==> config.mk <==
export PLATFORM = sky130hd
export DESIGN_NAME = tfer_ctrl
export DESIGN_NICKNAME = d
export VERILOG_FILES = /design/src/sv/tfer_pkg.sv /design/src/sv/tfer_ctrl.sv
export SDC_FILE = /design/constraint.sdc
export NUM_CORES = 1
export LEC_CHECK = 0
export ABC_AREA = 1
export BUFFER_PORTS_ARGS = -buffer_cell sky130_fd_sc_hd__buf_4
export CORE_AREA = 5 5 42 44
export DETAILED_ROUTE_END_ITERATION = 10
export DIE_AREA = 0 0 47 49
export HOLD_SLACK_MARGIN = 0.02
export PLACE_DENSITY = 0.71
export SYNTH_ARGS = -nofsm -noshare
export SYNTH_HDL_FRONTEND = slang
export SYNTH_SLANG_ARGS = --single-unit
==> constraint.sdc <==
create_clock -name aclk -period 1.6 [get_ports aclk]
set_clock_uncertainty 0.1 [all_clocks]
set_input_delay 0.24 -clock aclk [delete_from_list [all_inputs] [get_ports aclk]]
set_output_delay 0.24 -clock aclk [all_outputs]
set_load 0.05 [all_outputs]
==> src/sv/tfer_pkg.sv <==
`default_nettype none

package tfer_pkg;

    // Default screen size in character cells
    localparam int DEF_WIDTH  = 128;
    localparam int DEF_HEIGHT = 64;

    // Field widths of the request and result
    localparam int COORD_W    = 12;
    localparam int GLYPH_W    = 8;
    localparam int ATTR_W     = 16;
    localparam int COUNT_W    = 14;
    localparam int RD_COL_W   = 7;
    localparam int RD_ROW_W   = 6;
    localparam int S_DATA_W   = 112;
    localparam int M_DATA_W   = 40;

    // Vertex difference, product and edge function widths
    localparam int DIFF_W     = COORD_W + 1;
    localparam int PROD_W     = 2 * DIFF_W;
    localparam int EDGE_W     = PROD_W + 1;

    // One stored cell: attribute above glyph
    localparam int CELL_W     = GLYPH_W + ATTR_W;

    localparam logic [COUNT_W-1:0] COUNT_MAX = '1;

    // Request kinds carried on tuser
    localparam logic MODE_FILL = 1'b0;
    localparam logic MODE_READ = 1'b1;

    // Last setup step: writes back the last edge and loads the walk start
    localparam logic [1:0] SETUP_LAST = 2'd3;

    // Controller to datapath commands
    typedef struct packed {
        logic       capture;
        logic       clear_en;
        logic       rd_en;
        logic       box_en;
        logic       setup_en;
        logic [1:0] setup_idx;
        logic       walk_en;
        logic       load_out;
    } tfer_cmd_t;

    // Datapath to controller status
    typedef struct packed {
        logic clear_last;
        logic box_empty;
        logic walk_last;
        logic out_free;
    } tfer_status_t;

endpackage

`default_nettype wire

==> src/sv/tfer_ctrl.sv <==
`default_nettype none

module tfer_ctrl
    import tfer_pkg::*;
(
    input  wire logic         aclk,
    input  wire logic         aresetn,
    input  wire logic         s_tvalid,
    input  wire logic         s_tuser,
    output logic              s_tready,
    input  wire tfer_status_t status,
    output tfer_cmd_t         cmd
);

    typedef enum logic [6:0] {
        ST_CLEAR  = 7'b0000001,
        ST_IDLE   = 7'b0000010,
        ST_READ   = 7'b0000100,
        ST_BOX    = 7'b0001000,
        ST_SETUP  = 7'b0010000,
        ST_WALK   = 7'b0100000,
        ST_RESULT = 7'b1000000
    } state_t;

    state_t     state_reg, state_next;
    logic [1:0] step_reg, step_next;

    // Hold state and setup step
    always_ff @(posedge aclk) begin
        if (!aresetn) begin
            state_reg <= ST_CLEAR;
            step_reg  <= '0;
        end else begin
            state_reg <= state_next;
            step_reg  <= step_next;
        end
    end

    // Sequence one request at a time
    always_comb begin
        state_next    = state_reg;
        step_next     = step_reg;
        cmd           = '0;
        cmd.setup_idx = step_reg;
        s_tready      = 1'b0;
        unique case (state_reg)
            ST_CLEAR: begin
                cmd.clear_en = 1'b1;
                if (status.clear_last) begin
                    state_next = ST_IDLE;
                end
            end
            ST_IDLE: begin
                s_tready = 1'b1;
                if (s_tvalid) begin
                    cmd.capture = 1'b1;
                    if (s_tuser == MODE_READ) begin
                        state_next = ST_READ;
                    end else begin
                        state_next = ST_BOX;
                    end
                end
            end
            ST_READ: begin
                cmd.rd_en  = 1'b1;
                state_next = ST_RESULT;
            end
            ST_BOX: begin
                cmd.box_en = 1'b1;
                step_next  = '0;
                if (status.box_empty) begin
                    state_next = ST_RESULT;
                end else begin
                    state_next = ST_SETUP;
                end
            end
            ST_SETUP: begin
                cmd.setup_en = 1'b1;
                step_next    = step_reg + 2'd1;
                if (step_reg == SETUP_LAST) begin
                    state_next = ST_WALK;
                end
            end
            ST_WALK: begin
                cmd.walk_en = 1'b1;
                if (status.walk_last) begin
                    state_next = ST_RESULT;
                end
            end
            ST_RESULT: begin
                if (status.out_free) begin
                    cmd.load_out = 1'b1;
                    state_next   = ST_IDLE;
                end
            end
            default: begin
                state_next = ST_CLEAR;
            end
        endcase
    end

endmodule

`default_nettype wire

After elaboration in Yosys (flattened, before gate mapping)

Cells that the tools add are included.

Bits in registers: 9
Input port bits: 8
Logic and storage cells: 37

$add $sub $neg: 1
Equal/unequal tests: 13
Reduce and logical (&&, ||, !) cells: 2
Muxes and demuxes: 19

Operator list:

| cell                                                                  | count |
|---|---|
| 7-bit one-hot mux with 7 select lines                                 | 1 |
| 7-bit two-way mux                                                     | 6 |
| 1-bit two-way mux                                                     | 10 |
| 2-bit inequality test, second input constant                          | 5 |
| 7-bit by 1-bit equality test with 1-bit output, second input constant | 1 |
| 7-bit by 2-bit equality test with 1-bit output, second input constant | 1 |
| 7-bit by 3-bit equality test with 1-bit output, second input constant | 1 |
| 7-bit by 4-bit equality test with 1-bit output, second input constant | 1 |
| 7-bit by 5-bit equality test with 1-bit output, second input constant | 1 |
| 7-bit by 6-bit equality test with 1-bit output, second input constant | 1 |
| 7-bit equality test, second input constant                            | 1 |
| 5-bit AND reduction                                                   | 1 |
| 4-bit two-way mux                                                     | 1 |
| 2-bit one-hot mux with 2 select lines                                 | 1 |
| 2-bit by 1-bit adder with 2-bit output, second input constant         | 1 |
| 2-bit equality test, second input constant                            | 1 |
| 2-bit nonzero test                                                    | 1 |

Depth between registers and ports, before layout

Gate-level depths: netlist of the first run.

Depth after elaboration: 3
Gate-level depth with buffers: 9
Gate-level depth less buffers: 9

Least setup slack after synthesis of the first run

OpenSTA, ideal clock, no wires.

Path kind: reg-to-reg
From: register state_reg[2]
To: register state_reg[2]
Required time: 1.433 ns
Setup time: 0.067 ns
Arrival time: 1.550 ns
Clock period less this slack: 1.717 ns
Cell stages (with the launch flop): 8
Slack: -0.117 ns
Buffers on the path: 0
Cell sequence: dfxtp_1 -> inv_1 -> nand2_4 -> nor3_2 -> nand2_2 -> nor2_1 -> nand2_1 -> nor2_1

Longest elaborated chain between the ends: 3
Elaborated cells on any way between the ends: 14
Those cells by class: 12 x eq/ne; 1 x mux; 1 x reduce/logical

Ends and longest elaborated chain:

| element                                                                | RTL line        | source |
|---|---|---|
| from (decl)                                                            | tfer_ctrl.sv:25 | `state_t state_reg, state_next;` |
| from (signal assigned)                                                 | tfer_ctrl.sv:34 | `state_reg <= state_next;` |
| 7-bit by 5-bit equality test with 1-bit output (tied with other cells) | tfer_ctrl.sv:46 | `unique case (state_reg)` |
| 2-bit inequality test (no source line)                                 | -               |  |
| 5-bit AND reduction (no source line)                                   | -               |  |

Parallel ways exist; a longest one is shown, timed or not.
A chain may end at the register's enable or synchronous reset.

==> impl_metrics.yaml, run 1 <==
global_routing:
  grt_start_max_net_pins: 6
  grt.total_usage_pct: 13.2
  overflow: 0
  grt_pass1_wl_um: 2250
  antenna_found_initial: 0
  first_global_vias: 580
pwr:
  p_sw_share_pct: 45.7
  clkPwrFrac_pct: 14.9
  leakagePower_nw: 0.482
  power_frac_seq_pct: 27.4
  switchingPower_uw: 533
  intPower_uw: 633
  pwr_density_cell_nw_per_um2: 1240
  combPwrFrac_pct: 57.8
  ir_drop_mv: 0.618
timing:
  min_period_ns: 1.61
  timing.final.ws_setup_ns: -0.0150
  finalHoldViolations: 0
  min_period_over_period_pct: 101
  fmax_mhz: 619
  finalSetupTns_ns: -0.0150
  max_slew_margin_pct: 85.2
  worstMarginPinSlew_ns: 0.220
  rsz0062_at_grt: "yes"
  setup_viol: 1
  finalHoldWorstSlack_ns: 0.0458
  finalMaxSlewViolations: 0
synthesis:
  syn-cell-area_sq_um: 598
  ys_types: 22
  yosysWarnings: 0
  muxShareOfSynthArea_pct: 0
  synth-simple-area-share_pct: 46.2
  synth_compound_area_share_pct: 7.74
  syn_area_per_cell_sq_um: 6.80
  synth_top_family_by_area: "simple AND/OR/NAND/NOR gates"
  syn_inst: 88
  synth_seq_area_share_pct: 30.1
  yosysTopAreaCell: "dfxtp_1"
  synth_xor_area_share_pct: 0
  yosys.area.top_type_share_pct: 30.1
  synthAdderAreaFrac_pct: 2.09
  yosys_register_bits: 9
  syn-num-nets: 97
  synth_area_leaders: "dfxtp_1 (30%), inv_1 (11%), nand2_1 (8.8%)"
place:
  pre_cts_slack_ns: 0.198
  hpwlAfterDp_um: 1120
  place_area_sq_um: 754
  port_buffers: 17
  place_congestion: 0.834
worst_setup_path:
  cp-start-kind: "flop"
  endpoint_kind: "primary output"
  worstSetupPathType: "flop to primary output"
  rr_worst_depth: 9
  crit_arrival_ns: 1.27
  crit_fanout: 4
  required_ns: 1.26
die:
  die_y_um: 49
  pin_count: 18
  die_width_um: 47
  coreArea_sq_um: 1400
  die-area_sq_um: 2300
  start_util_pct: 42.7
  core.rowCount: 14
layout:
  largest_reg_flops: 7
  final_layout_size_suffix_gt1_share_pct: 57.6
  final_cell_mix: "buf_4 (19), nand2_1 (11), inv_1 (10)"
  final_cell_area_sq_um: 941
  syn_to_final_growth_pct: 57.3
  antenna_cells: 0
  layout_commonest_cell: "buf_4"
  postLayoutCoreUtil_pct: 67.1
  multi_input_area_sq_um: 388
  regArea_sq_um: 188
  fillers: 120
  nets: 128
routing:
  drc: 0
  vias: 662
  drtIter0Drc: 8
  drt_wl_total_um: 1500
  wl_per_cell_um: 11.2
  antenna_left: 0
  first_pass_iters: 4
  vias_per_cell: 4.94
clock_tree:
  clock-sinks: 9
  htreeDepth: 1
  clkTransAtPathRegs_ns: 0.06
  cts-buffers-inserted: 3
  cts_buffer_depth: 2
  cts_tree: "yes"
  clk_latency_ns: 0.26
  root_buffer: "clkbuf_4"
hold_path:
  holdPathStages: 2
  hold_path.class: "primary input to flop"
run_status:
  violations: "setup timing"
  status: "finished, violations left"
flow_run:
  max_cap_viol_count: 0
cells in the mapped netlist (all sizes together):
library cell,instances
a21oi,4
nor4,1
nor2,17
inv,19
ha,1
o211ai,1
o211a,1
dfxtp,9
o21ai,1
nand2,18
nor3,3
nand3,10
nand3b,1
buf,1
and2,1
cells by family (layout without fill, tap and decap cells):
| family | count (synthesis) | in the layout |
|---|---|---|
| compound gates | 7 | 7 |
| simple gates | 51 | 51 |
| buf+inv | 20 | 50 |
| flops | 9 | 9 |
| fa+ha+maj | 1 | 1 |
area by class of cell:
| type | count | share of cell area (%) |
|---|---|---|
| multi-input combinational | 59 | 41.2 |
| timing repair buffer | 27 | 26.3 |
| sequential | 9 | 19.9 |
| inverter | 19 | 7.58 |
| clock buffer | 4 | 2.79 |
| tap | 16 | 2.13 |
metrics by stage:
step / power (mW) / cells
after floorplan: 0.691 / 88
after global placement: 0.805 / 122
after detailed placement: 0.810 / 122
after CTS: 1.01 / 128
after global routing: 1.25 / 134
final: 1.17 / 134
final timing paths:
check | endpoint | from | slack, ns
hold / removal | state_reg[3]$_SDFFE_PN0P_ | s_tuser | 0.05
hold reg to reg | step_reg[1]$_SDFFE_PN0P_ | step_reg[1]$_SDFFE_PN0P_ | 0.39
setup / recovery | cmd[8] | state_reg[5]$_SDFFE_PN0P_ | -0.01
setup reg to reg | state_reg[6]$_SDFFE_PN0P_ | state_reg[5]$_SDFFE_PN0P_ | 0.13
power by group through the flow:
stage / combinational [mW] / sequential, mW / clock, mW
after global routing: 0.728 / 0.326 / 0.195
after floorplan: 0.395 / 0.296 / 0
after global placement: 0.503 / 0.301 / 0
after detailed placement: 0.507 / 0.303 / 0
final: 0.674 / 0.319 / 0.173
after CTS: 0.538 / 0.300 / 0.178
per-layer routing:
layer  vias to the layer above  routed length [um]  track usage, %
li1                        334                   -               -
met1                       299                 597            16.2
met2                        24                 752            19.9
met3                         5                 116            2.21
met4                         0                  36            9.22
met5                         -                   0               0
timing repair:
| action | in CTS | in global routing |
|---|---|---|
| hold buffers | 0 | 0 |
| buffers inserted | 2 | 6 |
| pin swaps | 1 | 6 |
| setup endpoints to repair | 5 | 8 |
| gates resized for setup | 5 | 32 |
worst max-delay path, stage by stage, from the launching register on:
cell and delay (ns):
dfxtp_1 0.30, inv_2 0.07, nand2_2 0.08, nor2_4 0.21, nand2_4 0.09, nor2_4 0.10, buf_6 0.16
No activity file was read; power rests on OpenSTA's default activity.
==> run 2, diff against run 1 <==
==> constraint.sdc (replaced) <==
create_clock -name aclk -period 1.6 [get_ports aclk]
set_clock_uncertainty 0.1 [all_clocks]
set_input_delay 0.32 -clock aclk [delete_from_list [all_inputs] [get_ports aclk]]
set_output_delay 0.32 -clock aclk [all_outputs]
set_load 0.05 [all_outputs]
==> run 2 against run 1 <==
The run still ends with setup timing left. Global-route usage is 1.7 points higher. Sequential cell count did not move. Worst setup slack worse by 0.046 ns. Routed wire length rose by 3.1%. Register-to-register slack lost 0.06 ns. Utilization up 1.5 points. Die area unchanged. Fmax shrank 2.8%.
==> impl_metrics.yaml, run 2 (same netlist as run 1, synthesis figures left out) <==
timing:
  max_slew_margin_pct: 85.7
  rsz0062_at_grt: "yes"
  finalHoldViolations: 0
  timing.final.ws_setup_ns: -0.0610
  worstMarginPinSlew_ns: 0.212
  setup_viol: 8
  min_period_ns: 1.66
  fmax_mhz: 602
  finalMaxSlewViolations: 0
  min_period_over_period_pct: 104
routing:
  dr.max_layer_used: "met4"
  wl_met1_um: 566
  first_pass_iters: 4
  drc: 0
  vias: 657
  drt_wl_total_um: 1550
  wl_per_cell_um: 11.6
  dr_wl_met3_um: 126
  wl_met2_um: 756
  vias_per_cell: 4.90
  drtIter0Drc: 11
  antenna_left: 0
global_routing:
  grt_pass1_wl_um: 2470
  overflow: 0
  grt_start_max_net_pins: 6
  antenna_found_initial: 0
  first_global_vias: 613
  grt.total_usage_pct: 14.9
worst_setup_path:
  r2r_slack_ns: 0.07
  worstSetupPathType: "flop to primary output"
  endpoint_kind: "primary output"
  crit_fanout: 4
  crit_family: "simple AND/OR/NAND/NOR gates"
  rr_worst_depth: 10
  cp-start-kind: "flop"
  crit_cells: 5
  required_ns: 1.18
  path_cells: "inv_4 -> nor3_4 -> nand2_4 -> nor2_4 -> buf_8"
  crit_arrival_ns: 1.24
  timing.critical_path.slowest_stage_cell: "dfxtp_2"
  timing.critical_path.buf_inv: 2
  max_stage_delay_ns: 0.36
die:
  pin_count: 18
  core.rowCount: 14
  die_y_um: 49
  die-area_sq_um: 2300
  start_util_pct: 42.7
  coreArea_sq_um: 1400
  die_width_um: 47
layout:
  final_cell_area_sq_um: 962
  largest_reg_flops: 7
  antenna_cells: 0
  final_layout_size_suffix_gt1_share_pct: 57.6
  syn_to_final_growth_pct: 60.9
  layout_commonest_cell: "buf_4"
  final_cell_mix: "buf_4 (19), inv_1 (11), nand2_1 (11)"
  nets: 128
flow_run:
  max_cap_viol_count: 0
clock_tree:
  clkTransAtPathRegs_ns: 0.06
  cts-buffers-inserted: 3
  cts_tree: "yes"
  clk_latency_ns: 0.26
  htreeDepth: 1
  root_buffer: "clkbuf_4"
  clock-sinks: 9
  cts_buffer_depth: 2
pwr:
  leakagePower_nw: 0.492
  power_frac_seq_pct: 27.7
  combPwrFrac_pct: 57.4
  clkPwrFrac_pct: 14.9
  p_sw_share_pct: 46.6
  pwr_density_cell_nw_per_um2: 1220
  switchingPower_uw: 547
  ir_drop_mv: 0.721
  p_total_mw: 1.17
  intPower_uw: 626
hold_path:
  holdPathStages: 2
  hold_path.class: "primary input to flop"
run_status:
  status: "finished, violations left"
  violations: "setup timing"
place:
  port_buffers: 17
  place_congestion: 0.827
  hpwlAfterDp_um: 1060
  place_area_sq_um: 754
## run 2: layer usage
layer | global-route usage [%] | vias up
met5 | 0 | -
met4 | 15.2 | 0
met1 | 17.5 | 280
met3 | 2.58 | 11
li1 | - | 333
met2 | 20.8 | 33
## run 2: metrics by stage
step                      utilization (%)  TNS [ns]  std cells  worst slack (ns)  hold slack, ns
after global placement               53.8         0        122             0.157           0.375
final                                68.7    -0.262        134           -0.0610           0.119
after CTS                            62.4    -0.307        129           -0.0622           0.114
after global routing                 68.7    -0.833        134            -0.134           0.109
after detailed placement             53.8         0        122             0.121           0.383
after floorplan                         -         0         88            0.0115           0.299
## run 2: what timing repair did
item / 4_1_cts / 5_1_grt
gates resized for setup: 25 / 17
hold buffers: 0 / 0
pin swaps: 4 / 4
setup buffers: 3 / 5
setup endpoints to repair: 8 / 8
## run 2: power groups by stage
stage / Clock (mW) / Sequential, mW / Combinational, mW
2_1_floorplan: 0 / 0.296 / 0.395
3_3_place_gp: 0 / 0.301 / 0.502
3_5_place_dp: 0 / 0.301 / 0.508
4_1_cts: 0.177 / 0.306 / 0.591
5_1_grt: 0.197 / 0.330 / 0.724
6_report: 0.174 / 0.325 / 0.673
## run 2: worst reg2reg max path, delay by kind of cell, from the launching register on
kind	cells	cell delay, ns
compound gates	1	0.12
buf+inv	3	0.31
flops	1	0.36
simple gates	6	0.52
## run 2: cell type report
type / count / area [sq um]
Clock buffer: 4 / 26.3
Fill cell: 125 / 439
Inverter: 19 / 76.3
Multi-Input combinational cell: 59 / 402
Sequential cell: 9 / 190
Tap cell: 16 / 20.0
Timing Repair Buffer: 27 / 248
## run 2: path summary, 6_finish.rpt
| path | to | from |
|---|---|---|
| setup / recovery | cmd[8] | state_reg[1]$_SDFFE_PN0P_ |
| hold / removal | state_reg[3]$_SDFFE_PN0P_ | s_tuser |
| setup reg to reg | state_reg[6]$_SDFFE_PN0P_ | state_reg[0]$_SDFFE_PN1P_ |
| hold reg to reg | step_reg[1]$_SDFFE_PN0P_ | step_reg[1]$_SDFFE_PN0P_ |
